`src/design/dpst_pkg.sv`:
```
// package of types, codes and constants for the detector pair table
`timescale 1ns / 1ps
`default_nettype none

package dpst_pkg;

    // default table depth and bytes per pair element in main memory
    localparam int TABLE_ENTRIES_DEFAULT = 64;
    localparam int ELEM_BYTES            = 8;

    // port widths
    localparam int IN_TDATA_W  = 40;
    localparam int IN_TUSER_W  = 2;
    localparam int OUT_TDATA_W = 48;
    localparam int CFG_INDEX_W = 2;
    localparam int CFG_DATA_W  = 32;

    localparam int DET_W   = 16;
    localparam int DCNT_W  = 13;
    localparam int ADDR_W  = 32;
    localparam int SLOT_W  = 6;

    // configuration register indexes
    localparam logic [CFG_INDEX_W-1:0] CFG_DETECTOR_COUNT = 2'd0;
    localparam logic [CFG_INDEX_W-1:0] CFG_TABLE_BASE     = 2'd1;
    localparam logic [CFG_INDEX_W-1:0] CFG_BOUNDARY_ID    = 2'd2;

    // configuration reset values
    localparam logic [DCNT_W-1:0] DETECTOR_COUNT_RST = 13'd4096;
    localparam logic [ADDR_W-1:0] TABLE_BASE_RST     = 32'd0;
    localparam logic [DET_W-1:0]  BOUNDARY_ID_RST    = 16'hFFFF;

    typedef enum logic [1:0] {
        CMD_ACCESS   = 2'd0,
        CMD_PREFETCH = 2'd1,
        CMD_FILL     = 2'd2,
        CMD_INVAL    = 2'd3
    } t_cmd;

    // controller to datapath
    typedef struct packed {
        logic take_in;
        logic addr1;
        logic addr2;
        logic addr3;
        logic scan_rd;
        logic sweep_wr;
        logic clear_wr;
        logic update;
        logic push;
    } t_dp_cmd;

    // datapath to controller
    typedef struct packed {
        t_cmd cmd;
        logic cnt_last;
        logic out_free;
    } t_dp_status;

endpackage

`default_nettype wire

```
`src/design/dpst_ctrl.sv`:
```
// controller state machine of the detector pair table
`timescale 1ns / 1ps
`default_nettype none

module dpst_ctrl (
    input  wire                  i_clk,
    input  wire                  i_rst_n,
    input  wire                  i_in_valid,
    output logic                 o_in_ready,
    input  dpst_pkg::t_dp_status i_status,
    output dpst_pkg::t_dp_cmd    o_cmd
);
    import dpst_pkg::*;

    typedef enum logic [9:0] {
        S_CLEAR  = 10'b00_0000_0001,
        S_IDLE   = 10'b00_0000_0010,
        S_ADDR1  = 10'b00_0000_0100,
        S_ADDR2  = 10'b00_0000_1000,
        S_ADDR3  = 10'b00_0001_0000,
        S_SCAN   = 10'b00_0010_0000,
        S_DRAIN  = 10'b00_0100_0000,
        S_SWEEP  = 10'b00_1000_0000,
        S_UPDATE = 10'b01_0000_0000,
        S_DONE   = 10'b10_0000_0000
    } t_state;

    t_state r_state;
    t_state n_state;

    always_comb begin
        n_state    = r_state;
        o_cmd      = '0;
        o_in_ready = 1'b0;
        unique case (r_state)
            S_CLEAR: begin
                o_cmd.clear_wr = 1'b1;
                if (i_status.cnt_last) begin
                    n_state = S_IDLE;
                end
            end
            S_IDLE: begin
                o_in_ready = 1'b1;
                if (i_in_valid) begin
                    o_cmd.take_in = 1'b1;
                    n_state       = S_ADDR1;
                end
            end
            S_ADDR1: begin
                o_cmd.addr1 = 1'b1;
                n_state     = (i_status.cmd == CMD_INVAL) ? S_SWEEP : S_ADDR2;
            end
            S_ADDR2: begin
                o_cmd.addr2 = 1'b1;
                n_state     = S_ADDR3;
            end
            S_ADDR3: begin
                o_cmd.addr3 = 1'b1;
                n_state     = S_SCAN;
            end
            S_SCAN: begin
                o_cmd.scan_rd = 1'b1;
                if (i_status.cnt_last) begin
                    n_state = S_DRAIN;
                end
            end
            S_DRAIN: begin
                n_state = S_UPDATE;
            end
            S_SWEEP: begin
                o_cmd.sweep_wr = 1'b1;
                if (i_status.cnt_last) begin
                    n_state = S_UPDATE;
                end
            end
            S_UPDATE: begin
                o_cmd.update = 1'b1;
                n_state      = S_DONE;
            end
            S_DONE: begin
                if (i_status.out_free) begin
                    o_cmd.push = 1'b1;
                    n_state    = S_IDLE;
                end
            end
            default: begin
                n_state = S_IDLE;
            end
        endcase
    end

    always_ff @(posedge i_clk) begin
        if (!i_rst_n) begin
            r_state <= S_CLEAR;
        end else begin
            r_state <= n_state;
        end
    end

endmodule

`default_nettype wire

```
`src/design/dpst_datapath.sv`:
```
// datapath of the detector pair table: address map, entry memories, scan and result
`timescale 1ns / 1ps
`default_nettype none

module dpst_datapath #(
    parameter int TABLE_ENTRIES = dpst_pkg::TABLE_ENTRIES_DEFAULT
) (
    input  wire                                i_clk,
    input  wire                                i_rst_n,
    input  wire  [dpst_pkg::IN_TDATA_W-1:0]    i_in_data,
    input  wire  [dpst_pkg::IN_TUSER_W-1:0]    i_in_user,
    input  wire                                i_cfg_we,
    input  wire  [dpst_pkg::CFG_INDEX_W-1:0]   i_cfg_index,
    input  wire  [dpst_pkg::CFG_DATA_W-1:0]    i_cfg_data,
    output logic                               o_out_valid,
    input  wire                                i_out_ready,
    output logic [dpst_pkg::OUT_TDATA_W-1:0]   o_out_data,
    input  dpst_pkg::t_dp_cmd                  i_cmd,
    output dpst_pkg::t_dp_status               o_status
);
    import dpst_pkg::*;

    localparam int IW = (TABLE_ENTRIES > 1) ? $clog2(TABLE_ENTRIES) : 1;
    localparam int CW = $clog2(TABLE_ENTRIES + 1);
    localparam logic [IW-1:0] LAST_IDX = IW'(TABLE_ENTRIES - 1);
    localparam logic [CW-1:0] FULL_CNT = CW'(TABLE_ENTRIES);

    // configuration
    logic [DCNT_W-1:0] r_det_count;
    logic [ADDR_W-1:0] r_base;
    logic [DET_W-1:0]  r_boundary;

    always_ff @(posedge i_clk) begin
        if (!i_rst_n) begin
            r_det_count <= DETECTOR_COUNT_RST;
            r_base      <= TABLE_BASE_RST;
            r_boundary  <= BOUNDARY_ID_RST;
        end else if (i_cfg_we) begin
            unique case (i_cfg_index)
                CFG_DETECTOR_COUNT: r_det_count <= i_cfg_data[DCNT_W-1:0];
                CFG_TABLE_BASE:     r_base      <= i_cfg_data[ADDR_W-1:0];
                CFG_BOUNDARY_ID:    r_boundary  <= i_cfg_data[DET_W-1:0];
                default: ;
            endcase
        end
    end

    // input word
    t_cmd             r_cmd;
    logic [DET_W-1:0] r_d1;
    logic [DET_W-1:0] r_d2;
    logic             r_mark;

    always_ff @(posedge i_clk) begin
        if (!i_rst_n) begin
            r_cmd <= CMD_ACCESS;
        end else if (i_cmd.take_in) begin
            r_cmd <= t_cmd'(i_in_user);
        end
    end

    always_ff @(posedge i_clk) begin
        if (i_cmd.take_in) begin
            r_d1   <= i_in_data[15:0];
            r_d2   <= i_in_data[31:16];
            r_mark <= i_in_data[32];
        end
    end

    // address map, three steps
    logic [DET_W-1:0]       lo_id;
    logic [DET_W-1:0]       hi_id;
    logic [ADDR_W-1:0]      bnd_slot;
    logic [ADDR_W-1:0]      r_b1;
    logic [ADDR_W-1:0]      r_b2;
    logic [ADDR_W-1:0]      r_prod;
    logic [ADDR_W-1:0]      r_diff;
    logic [ADDR_W-1:0]      r_addr;
    logic [ADDR_W+DCNT_W-1:0] prod_full;
    logic [ADDR_W-1:0]      offset;

    always_comb begin
        lo_id     = (r_d1 > r_d2) ? r_d2 : r_d1;
        hi_id     = (r_d1 > r_d2) ? r_d1 : r_d2;
        bnd_slot  = {{(ADDR_W-DCNT_W){1'b0}}, r_det_count} - 32'd1;
        prod_full = r_b1 * r_det_count;
        offset    = r_prod + r_diff;
    end

    always_ff @(posedge i_clk) begin
        if (i_cmd.addr1) begin
            r_b1 <= (lo_id == r_boundary) ? bnd_slot : {16'd0, lo_id};
            r_b2 <= (hi_id == r_boundary) ? bnd_slot : {16'd0, hi_id};
        end
        if (i_cmd.addr2) begin
            r_prod <= prod_full[ADDR_W-1:0];
            r_diff <= r_b2 - r_b1 - 32'd1;
        end
        if (i_cmd.addr3) begin
            r_addr <= r_base + offset * 32'(ELEM_BYTES);
        end
    end

    // sweep counter shared by clearing, scan and invalidate
    logic [IW-1:0] r_cnt;
    logic          cnt_step;

    assign cnt_step = i_cmd.scan_rd | i_cmd.sweep_wr | i_cmd.clear_wr;

    always_ff @(posedge i_clk) begin
        if (!i_rst_n) begin
            r_cnt <= '0;
        end else if (cnt_step) begin
            r_cnt <= (r_cnt == LAST_IDX) ? '0 : r_cnt + 1'b1;
        end
    end

    // entry memories
    logic [ADDR_W-1:0] mem_addr [TABLE_ENTRIES];
    logic              mem_ev   [TABLE_ENTRIES];
    logic              wa_en;
    logic [IW-1:0]     wa_idx;
    logic [ADDR_W-1:0] wa_data;
    logic              we_en;
    logic [IW-1:0]     we_idx;
    logic              we_data;
    logic [ADDR_W-1:0] r_rd_addr;
    logic              r_rd_ev;
    logic              r_rd_vld;
    logic [IW-1:0]     r_rd_idx;

    always_ff @(posedge i_clk) begin
        if (wa_en) begin
            mem_addr[wa_idx] <= wa_data;
        end
        if (i_cmd.scan_rd) begin
            r_rd_addr <= mem_addr[r_cnt];
        end
    end

    always_ff @(posedge i_clk) begin
        if (we_en) begin
            mem_ev[we_idx] <= we_data;
        end
        if (i_cmd.scan_rd) begin
            r_rd_ev <= mem_ev[r_cnt];
        end
    end

    always_ff @(posedge i_clk) begin
        if (i_cmd.scan_rd) begin
            r_rd_idx <= r_cnt;
        end
    end

    // scan results: first match, last evictable
    logic          r_found;
    logic [IW-1:0] r_hit_idx;
    logic          r_vict_vld;
    logic [IW-1:0] r_vict_idx;

    always_ff @(posedge i_clk) begin
        if (!i_rst_n) begin
            r_rd_vld   <= 1'b0;
            r_found    <= 1'b0;
            r_vict_vld <= 1'b0;
        end else begin
            r_rd_vld <= i_cmd.scan_rd;
            if (i_cmd.take_in) begin
                r_found    <= 1'b0;
                r_vict_vld <= 1'b0;
            end else if (r_rd_vld) begin
                if (!r_found && (r_rd_addr == r_addr)) begin
                    r_found <= 1'b1;
                end
                if (r_rd_ev) begin
                    r_vict_vld <= 1'b1;
                end
            end
        end
    end

    always_ff @(posedge i_clk) begin
        if (r_rd_vld && !r_found && (r_rd_addr == r_addr)) begin
            r_hit_idx <= r_rd_idx;
        end
        if (r_rd_vld && r_rd_ev) begin
            r_vict_idx <= r_rd_idx;
        end
    end

    // update decode
    logic [CW-1:0] r_count;
    logic [CW-1:0] n_count;
    logic          res_hit;
    logic          res_filled;
    logic [IW-1:0] res_idx;

    always_comb begin
        wa_en      = 1'b0;
        wa_idx     = r_cnt;
        wa_data    = '0;
        we_en      = 1'b0;
        we_idx     = r_cnt;
        we_data    = 1'b1;
        n_count    = r_count;
        res_hit    = 1'b0;
        res_filled = 1'b0;
        res_idx    = '0;
        if (i_cmd.clear_wr) begin
            wa_en = 1'b1;
            we_en = 1'b1;
        end else if (i_cmd.sweep_wr) begin
            we_en = 1'b1;
        end else if (i_cmd.update) begin
            unique case (r_cmd)
                CMD_ACCESS: begin
                    if (r_found) begin
                        res_hit = 1'b1;
                        res_idx = r_hit_idx;
                        we_en   = r_mark;
                        we_idx  = r_hit_idx;
                        we_data = 1'b1;
                    end else if (r_vict_vld) begin
                        res_filled = 1'b1;
                        res_idx    = r_vict_idx;
                        wa_en      = 1'b1;
                        wa_idx     = r_vict_idx;
                        wa_data    = r_addr;
                        we_en      = 1'b1;
                        we_idx     = r_vict_idx;
                        we_data    = 1'b0;
                    end
                end
                CMD_PREFETCH: begin
                    if (r_found) begin
                        res_hit = 1'b1;
                        res_idx = r_hit_idx;
                        we_en   = 1'b1;
                        we_idx  = r_hit_idx;
                        we_data = 1'b0;
                    end else if (r_count < FULL_CNT) begin
                        n_count = r_count + 1'b1;
                    end
                end
                CMD_FILL: begin
                    if (r_vict_vld) begin
                        res_filled = 1'b1;
                        res_idx    = r_vict_idx;
                        wa_en      = 1'b1;
                        wa_idx     = r_vict_idx;
                        wa_data    = r_addr;
                        we_en      = 1'b1;
                        we_idx     = r_vict_idx;
                        we_data    = 1'b0;
                    end
                end
                CMD_INVAL: begin
                    n_count = '0;
                end
                default: ;
            endcase
        end
    end

    // pending result, then output register
    logic              r_res_hit;
    logic              r_res_filled;
    logic              r_res_full;
    logic [IW-1:0]     r_res_idx;
    logic [ADDR_W-1:0] r_res_addr;
    logic [IW+SLOT_W-1:0] slot_ext;
    logic              r_out_vld;
    logic [OUT_TDATA_W-1:0] r_out_data;

    always_ff @(posedge i_clk) begin
        if (!i_rst_n) begin
            r_count <= '0;
        end else if (i_cmd.update) begin
            r_count <= n_count;
        end
    end

    always_ff @(posedge i_clk) begin
        if (i_cmd.update) begin
            r_res_hit    <= res_hit;
            r_res_filled <= res_filled;
            r_res_full   <= (n_count >= FULL_CNT);
            r_res_idx    <= res_idx;
            r_res_addr   <= (r_cmd == CMD_INVAL) ? '0 : r_addr;
        end
    end

    // slot keeps its low six bits
    assign slot_ext = {{SLOT_W{1'b0}}, r_res_idx};

    always_ff @(posedge i_clk) begin
        if (!i_rst_n) begin
            r_out_vld <= 1'b0;
        end else if (i_cmd.push) begin
            r_out_vld <= 1'b1;
        end else if (i_out_ready) begin
            r_out_vld <= 1'b0;
        end
    end

    always_ff @(posedge i_clk) begin
        if (i_cmd.push) begin
            r_out_data <= {7'd0, r_res_full, r_res_filled, slot_ext[SLOT_W-1:0],
                           r_res_addr, r_res_hit};
        end
    end

    assign o_out_valid       = r_out_vld;
    assign o_out_data        = r_out_data;
    assign o_status.cmd      = r_cmd;
    assign o_status.cnt_last = (r_cnt == LAST_IDX);
    assign o_status.out_free = !r_out_vld || i_out_ready;

    // checks
    a_push_free: assert property (@(posedge i_clk) disable iff (!i_rst_n)
        i_cmd.push |-> (!r_out_vld || i_out_ready))
        else $error("result pushed over an untaken word");

    a_rd_follows_scan: assert property (@(posedge i_clk) disable iff (!i_rst_n)
        r_rd_vld |-> $past(i_cmd.scan_rd))
        else $error("read data valid without a scan read");

    a_count_bound: assert property (@(posedge i_clk) disable iff (!i_rst_n)
        i_cmd.update |=> (r_count <= FULL_CNT))
        else $error("miss count beyond table size");

    a_hit_xor_fill: assert property (@(posedge i_clk) disable iff (!i_rst_n)
        i_cmd.update |-> !(res_hit && res_filled))
        else $error("hit and fill in the same step");

endmodule

`default_nettype wire

```
`src/design/detector_pair_sram_table.sv`:
```
// top level of the detector pair table: controller and datapath
`timescale 1ns / 1ps
`default_nettype none

// fully associative table of TABLE_ENTRIES pair addresses with an evictable mark per
// entry. a word on the slave side carries the command in tuser and the detector pair
// in tdata; the pair is ordered smaller-first, mapped to base + (b1 * count + b2 - b1
// - 1) * ELEM_BYTES and looked up by a scan through the entry memory, one entry a
// cycle over its single read port. access, prefetch and fill words pass the three
// address steps, the scan, a drain state and the update; the result is pushed once
// the output register is free and the next word is taken after it. an invalidate
// sweeps the evictable marks, one entry a cycle, then updates and pushes its result.
// after reset a clearing pass sets every entry to address zero and evictable; no word
// is taken during it, configuration writes are. the result sits in an output register
// so the next word is taken while it waits. configuration must be written only while
// the block is idle; the block itself does not enforce it.
module detector_pair_sram_table #(
    parameter int TABLE_ENTRIES = dpst_pkg::TABLE_ENTRIES_DEFAULT
) (
    input  wire                                i_clk,
    input  wire                                i_rst_n,
    // slave side
    input  wire                                s_axis_tvalid,
    output logic                               s_axis_tready,
    // first_detector[15:0], second_detector[31:16], mark_evictable[32], zero pad
    input  wire  [dpst_pkg::IN_TDATA_W-1:0]    s_axis_tdata,
    // cmd[1:0]
    input  wire  [dpst_pkg::IN_TUSER_W-1:0]    s_axis_tuser,
    // master side
    output logic                               m_axis_tvalid,
    input  wire                                m_axis_tready,
    // hit[0], pair_address[32:1], slot[38:33], filled[39], table_full[40], zero pad
    output logic [dpst_pkg::OUT_TDATA_W-1:0]   m_axis_tdata,
    // configuration write port
    input  wire                                i_cfg_we,
    input  wire  [dpst_pkg::CFG_INDEX_W-1:0]   i_cfg_index,
    input  wire  [dpst_pkg::CFG_DATA_W-1:0]    i_cfg_data
);
    import dpst_pkg::*;

    t_dp_cmd    dp_cmd;
    t_dp_status dp_status;

    // sequencing of each word
    dpst_ctrl u_ctrl (
        .i_clk      (i_clk),
        .i_rst_n    (i_rst_n),
        .i_in_valid (s_axis_tvalid),
        .o_in_ready (s_axis_tready),
        .i_status   (dp_status),
        .o_cmd      (dp_cmd)
    );

    // address map, entry memories and the result register
    dpst_datapath #(
        .TABLE_ENTRIES (TABLE_ENTRIES)
    ) u_datapath (
        .i_clk       (i_clk),
        .i_rst_n     (i_rst_n),
        .i_in_data   (s_axis_tdata),
        .i_in_user   (s_axis_tuser),
        .i_cfg_we    (i_cfg_we),
        .i_cfg_index (i_cfg_index),
        .i_cfg_data  (i_cfg_data),
        .o_out_valid (m_axis_tvalid),
        .i_out_ready (m_axis_tready),
        .o_out_data  (m_axis_tdata),
        .i_cmd       (dp_cmd),
        .o_status    (dp_status)
    );

endmodule

`default_nettype wire
```
`config.mk`:
```
export PLATFORM = sky130hd
export DESIGN_NAME = detector_pair_sram_table
export DESIGN_NICKNAME = d
export VERILOG_FILES = /design/src/design/dpst_pkg.sv /design/src/design/dpst_ctrl.sv /design/src/design/dpst_datapath.sv /design/src/design/detector_pair_sram_table.sv
export SDC_FILE = /design/constraint.sdc
export NUM_CORES = 2
export LEC_CHECK = 0
export BUFFER_PORTS_ARGS = -buffer_cell sky130_fd_sc_hd__buf_2
export CORE_ASPECT_RATIO = 1.25
export CORE_UTILIZATION = 40
export DETAILED_ROUTE_END_ITERATION = 10
export PLACE_DENSITY_LB_ADDON = 0.05
export SLEW_MARGIN = 20
export SYNTH_ARGS = -nofsm -noshare
export SYNTH_HDL_FRONTEND = slang
export SYNTH_SLANG_ARGS = --single-unit
```
`constraint.sdc`:
```
create_clock -name i_clk -period 5.6 [get_ports i_clk]
set_clock_uncertainty 0.2 [all_clocks]
set_input_delay 0.28 -clock i_clk [delete_from_list [all_inputs] [get_ports i_clk]]
set_output_delay 0.28 -clock i_clk [all_outputs]
set_load 0.005 [all_outputs]
```
==> impl_summary.txt <==
----------------------------------------------------
[Yosys]
  Part of the Yosys area used for sequential elements ... 68.9%
  Post-synthesis simple-gate area fraction ... 4.41%
  Post-Synthesis Cells ... 5742
  Xor/xnor cell area share of the yosys netlist ... 1.52%
  Largest cells by area after synthesis ... edfxtp_1, mux4_2, fa_1
  Main combinational cell family by area after synthesis ... multiplexers
  EDFF count, synth ... 2402
  Post-Synth Adder-Cell Area ... 5.47%
  Share of the synthesized area in compound gates (AO/OA/AOI/OAI) ... 2.44%
  Post-synthesis instance area ... 107000 sq um
  Share of the synthesized area in the top cell type ... 67.2%
  Cell taking the most area after synthesis ... edfxtp_1
  Async set-reset flop share out of synthesis ... 0%
  Multiplexer share of the synthesized area ... 15.1%
  Most used DFF post-synth ... edfxtp_1
  Avg Cell Area, Syn ... 18.7 sq um
  Unique cell type count in the Yosys netlist ... 92
  Warnings from Yosys ... 0
  Count of state elements after synthesis ... 2492

[STA]
  Post-Route Setup TNS ... -2.14 ns
  Actual slew at the worst max-slew pin ... 1.10 ns
  Final worst-path cycle share ... 108%
  Endpoints failing setup ... 8
  Final hold violation count ... 0
  Headroom to the max-slew limit ... 26.2%
  Minimum clock period after layout ... 6.06 ns
  Slack of the critical path ... -0.458 ns
  Max Slew Vio Count ... 0
  Setup repair after global routing missed its margin ... true
  WHS ... 0.0710 ns
  Maximum clock frequency ... 165 MHz

[Die]
  Io pins ... 131
  Vertical extent of the die ... 581 um
  Width of the die ... 465 um
  Die ar. ... 270000 sq um
  Core box area ... 267000 sq um
  Effective utilization at floorplan ... 40.2%
  Count of standard-cell rows ... 212

[GRT]
  Global route hottest layer ... met2
  Vias in the first global route ... 58800
  Global-route wire length before repair ... 426000 um
  Antenna violations before repair ... 4
  Maximum number of pins on one net before global-route repair ... 86
  Total grt overflow ... 0
  Fraction of met2 tracks used by global routing ... 38.6%
  M3 GR Usage ... 2.60%
  Global-route usage over all layers ... 21.9%
  M1 GR Usage ... 28.7%

[Worst setup path]
  Crit path cell chain ... buf_6 -> and2_4 -> fa_1 -> fa_1 -> fa_1 -> fa_1 -> inv_1 -> fa_1 -> inv_2 -> ha_4 -> buf_6 -> a211oi_4 -> nand2b_1 -> a211oi_2 -> buf_4 -> o31ai_4 -> o41a_1 -> a31o_4 -> a21o_1 -> a21oi_2 -> xnor2_1
  Count of buffer and inverter cells on the critical path ... 5
  WP data required ... 5.93 ns
  Master of the slowest instance on the critical path ... fa_1
  Launch point of the worst reg-to-reg path ... u_datapath.r_b1[4]
  Critical Path Source ... u_datapath.r_b1[4]
  Maximum single-stage delay on the critical path ... 0.57 ns
  Type of destination of the critical path ... flip-flop
  CP dominant cell by count ... fa_1
  Kind of cell adding the most delay to the critical path ... adder cells
  Critical path class ... reg -> reg
  Data arrival time of the critical path ... 6.39 ns
  Critical Path Source Type ... flip-flop
  Largest driver fanout on the critical path ... 4

[Power]
  P per Cell Area ... 328 nW/um^2
  Leakage power figure ... 37.1 nW
  Worst ir drop on vdd ... 0.186 mV

[Clock tree]
  H-tree lvl count ... 5
  Worst skew pair latency ... 0.84 ns
  Clock Tree Buf Depth ... 4
  Number of buffers created by CTS ... 272
  Clk sinks ... 2492
  Register clock-pin slew on the reported worst setup and hold paths ... 0.06 ns
  CTS Root Cell ... clkbuf_16
  CTS tree ... yes

[Place]
  Pre-CTS setup slack ... -0.657 ns
  Total cell area at the placement stage ... 115000 sq um
  Routability congestion estimate ... 0.823
  I/O Buffers ... 116
  Hpwl dp ... 189000 um

[Cells and area]
  Post-route cell area ... 125000 sq um
  Fraction of layout cells with a size suffix above 1 ... 26.1%
  Layout area overhead ... 16.4%
  Final net count ... 6771
  Number of fillers in the final layout ... 22900

[Status]
  Run status ... finished with violations
  Violations in the final reports ... negative setup slack

[Detailed routing]
  DR pass1 iterations ... 5
  Count of routing violations after the opening detailed-route iteration ... 4311
  Vias ... 55100
  Number of nets still failing antenna checks after routing ... 0
  Post-detailed-route via-to-cell ratio ... 5.46
  Post-route DRC ... 0
  Final wirelength ... 296000 um
  DR WL/cell ... 29.4 um

[Hold path]
  Class of the worst hold path ... in -> reg
  Hold path startpoint ... s_axis_tdata[4]

[Run]
  Count of maximum capacitance violations ... 0

----------------------------------------------------
-- cell usage after synthesis, types with 36 or more instances --
master	number
xnor2_1	119
nand3_1	44
fa_1	204
clkbuf_1	180
xor2_1	67
nor2_1	265
edfxtp_1	2402
and2_1	143
and3_1	45
mux2i_1	60
a21o_1	41
ha_1	143
nand2_1	342
buf_1	36
o21ai_0	51
dfxtp_1	90
inv_1	319
a21oi_1	136
mux4_2	693
-- stage by stage --
| step | power [mW] | instances | util [%] |
|---|---|---|---|
| after floorplan | 22.9 | 5748 | - |
| after global placement | 24.0 | 9438 | 42.9 |
| after detailed placement | 24.0 | 9438 | 42.9 |
| after CTS | 41.5 | 10100 | 46.7 |
| after global routing | 42.4 | 10100 | 46.8 |
| final | 41.0 | 10100 | 46.8 |
-- power by group --
group	switching [mW]	internal (mW)	leakage, nW
Sequential	0.0910	20.3	19.3
Combinational	1.77	1.50	13.8
Clock	7.29	9.98	4.07
-- cells in the final DEF, fill, tap and decap left out, drive strengths merged, types with 15 or more instances in the layout --
master       count
edfxtp        2402
mux4           693
buf            448
clkbuf         347
nand2          342
inv            331
nor2           267
fa             204
and2           143
ha             143
a21oi          138
dlygate4sd3    135
xnor2          119
clkinv          94
dfxtp           90
xor2            67
mux2i           60
o21ai           55
nand3           46
and3            45
a21o            41
nor3            29
o21a            27
a211oi          22
nand4           20
bufinv          19
o31ai           17
nor4            16
nand2b          15
-- repair_timing --
item / CTS / global route
pin swaps: 29 / 24
setup buffers: 17 / 9
gates cloned: 1 / 0
resized for setup: 39 / 46
endpoints found under the hold margin: 110 / 0
setup endpoints to repair: 9 / 15
hold buffers: 135 / 0
-- worst paths after layout --
| path | endpoint | slack (ns) | depth (start not counted) |
|---|---|---|---|
| worst max-delay path | u_datapath.r_prod[26] | -0.46 | 21 |
| worst min-delay path | u_datapath.r_d1[4] | 0.07 | 2 |
| worst max register to register | u_datapath.r_prod[26] | -0.46 | 21 |
| worst min register to register | u_datapath.o_out_data[37] | 0.21 | 0 |
-- per-layer routing --
layer | routed length (um) | up-vias | part of all wire, %
li1 | - | 23700 | -
met1 | 122000 | 29800 | 41
met2 | 155000 | 1163 | 52
met3 | 11500 | 359 | 3.9
met4 | 7650 | 0 | 2.6
met5 | 0 | - | 0
-- worst reg2reg max path, cell delays in order (launching register included) --
cell	delay, ns
edfxtp_1	0.50
buf_6	0.17
and2_4	0.14
fa_1	0.47
fa_1	0.53
fa_1	0.44
fa_1	0.57
inv_1	0.07
fa_1	0.52
inv_2	0.05
ha_4	0.16
buf_6	0.13
a211oi_4	0.26
nand2b_1	0.10
a211oi_2	0.17
buf_4	0.16
o31ai_4	0.08
o41a_1	0.41
a31o_4	0.25
a21o_1	0.16
a21oi_2	0.13
xnor2_1	0.09
-- cell families after synthesis --
group | count (synthesis)
xor+xnor | 186
flops | 2492
mux | 753
simple gates | 989
compound gates | 390
other cells | 1
buf+inv | 584
fa+ha+maj | 347
-- cell type report --
class | count | area [sq um] | share of cell area (%)
flip-flops and latches | 2492 | 74000 | 59.2
multi-input cells | 2672 | 32100 | 25.7
clock buffers | 347 | 7210 | 5.77
repair buffers | 583 | 4900 | 3.92
well taps | 3531 | 4420 | 3.54
inverters | 322 | 1210 | 0.971
clock inverters | 124 | 1120 | 0.899
diodes | 6 | 15.0 | 0.0120
-- flip-flops by register name, summed over array words and instances (netlist names), 17 cells and up, named ones only --
register and count:
u_datapath.r_rd_addr 32, u_datapath.r_res_addr 32, u_datapath.r_prod 29, u_datapath.r_b2 17
u_datapath.r_b1 17, u_datapath.r_diff 29, u_datapath.r_addr 32, u_datapath.o_out_data 41
u_datapath.mem_ev 64, u_datapath.mem_addr 2048, u_datapath.r_base 32
Note: power is estimated with default switching activity, not from simulation.
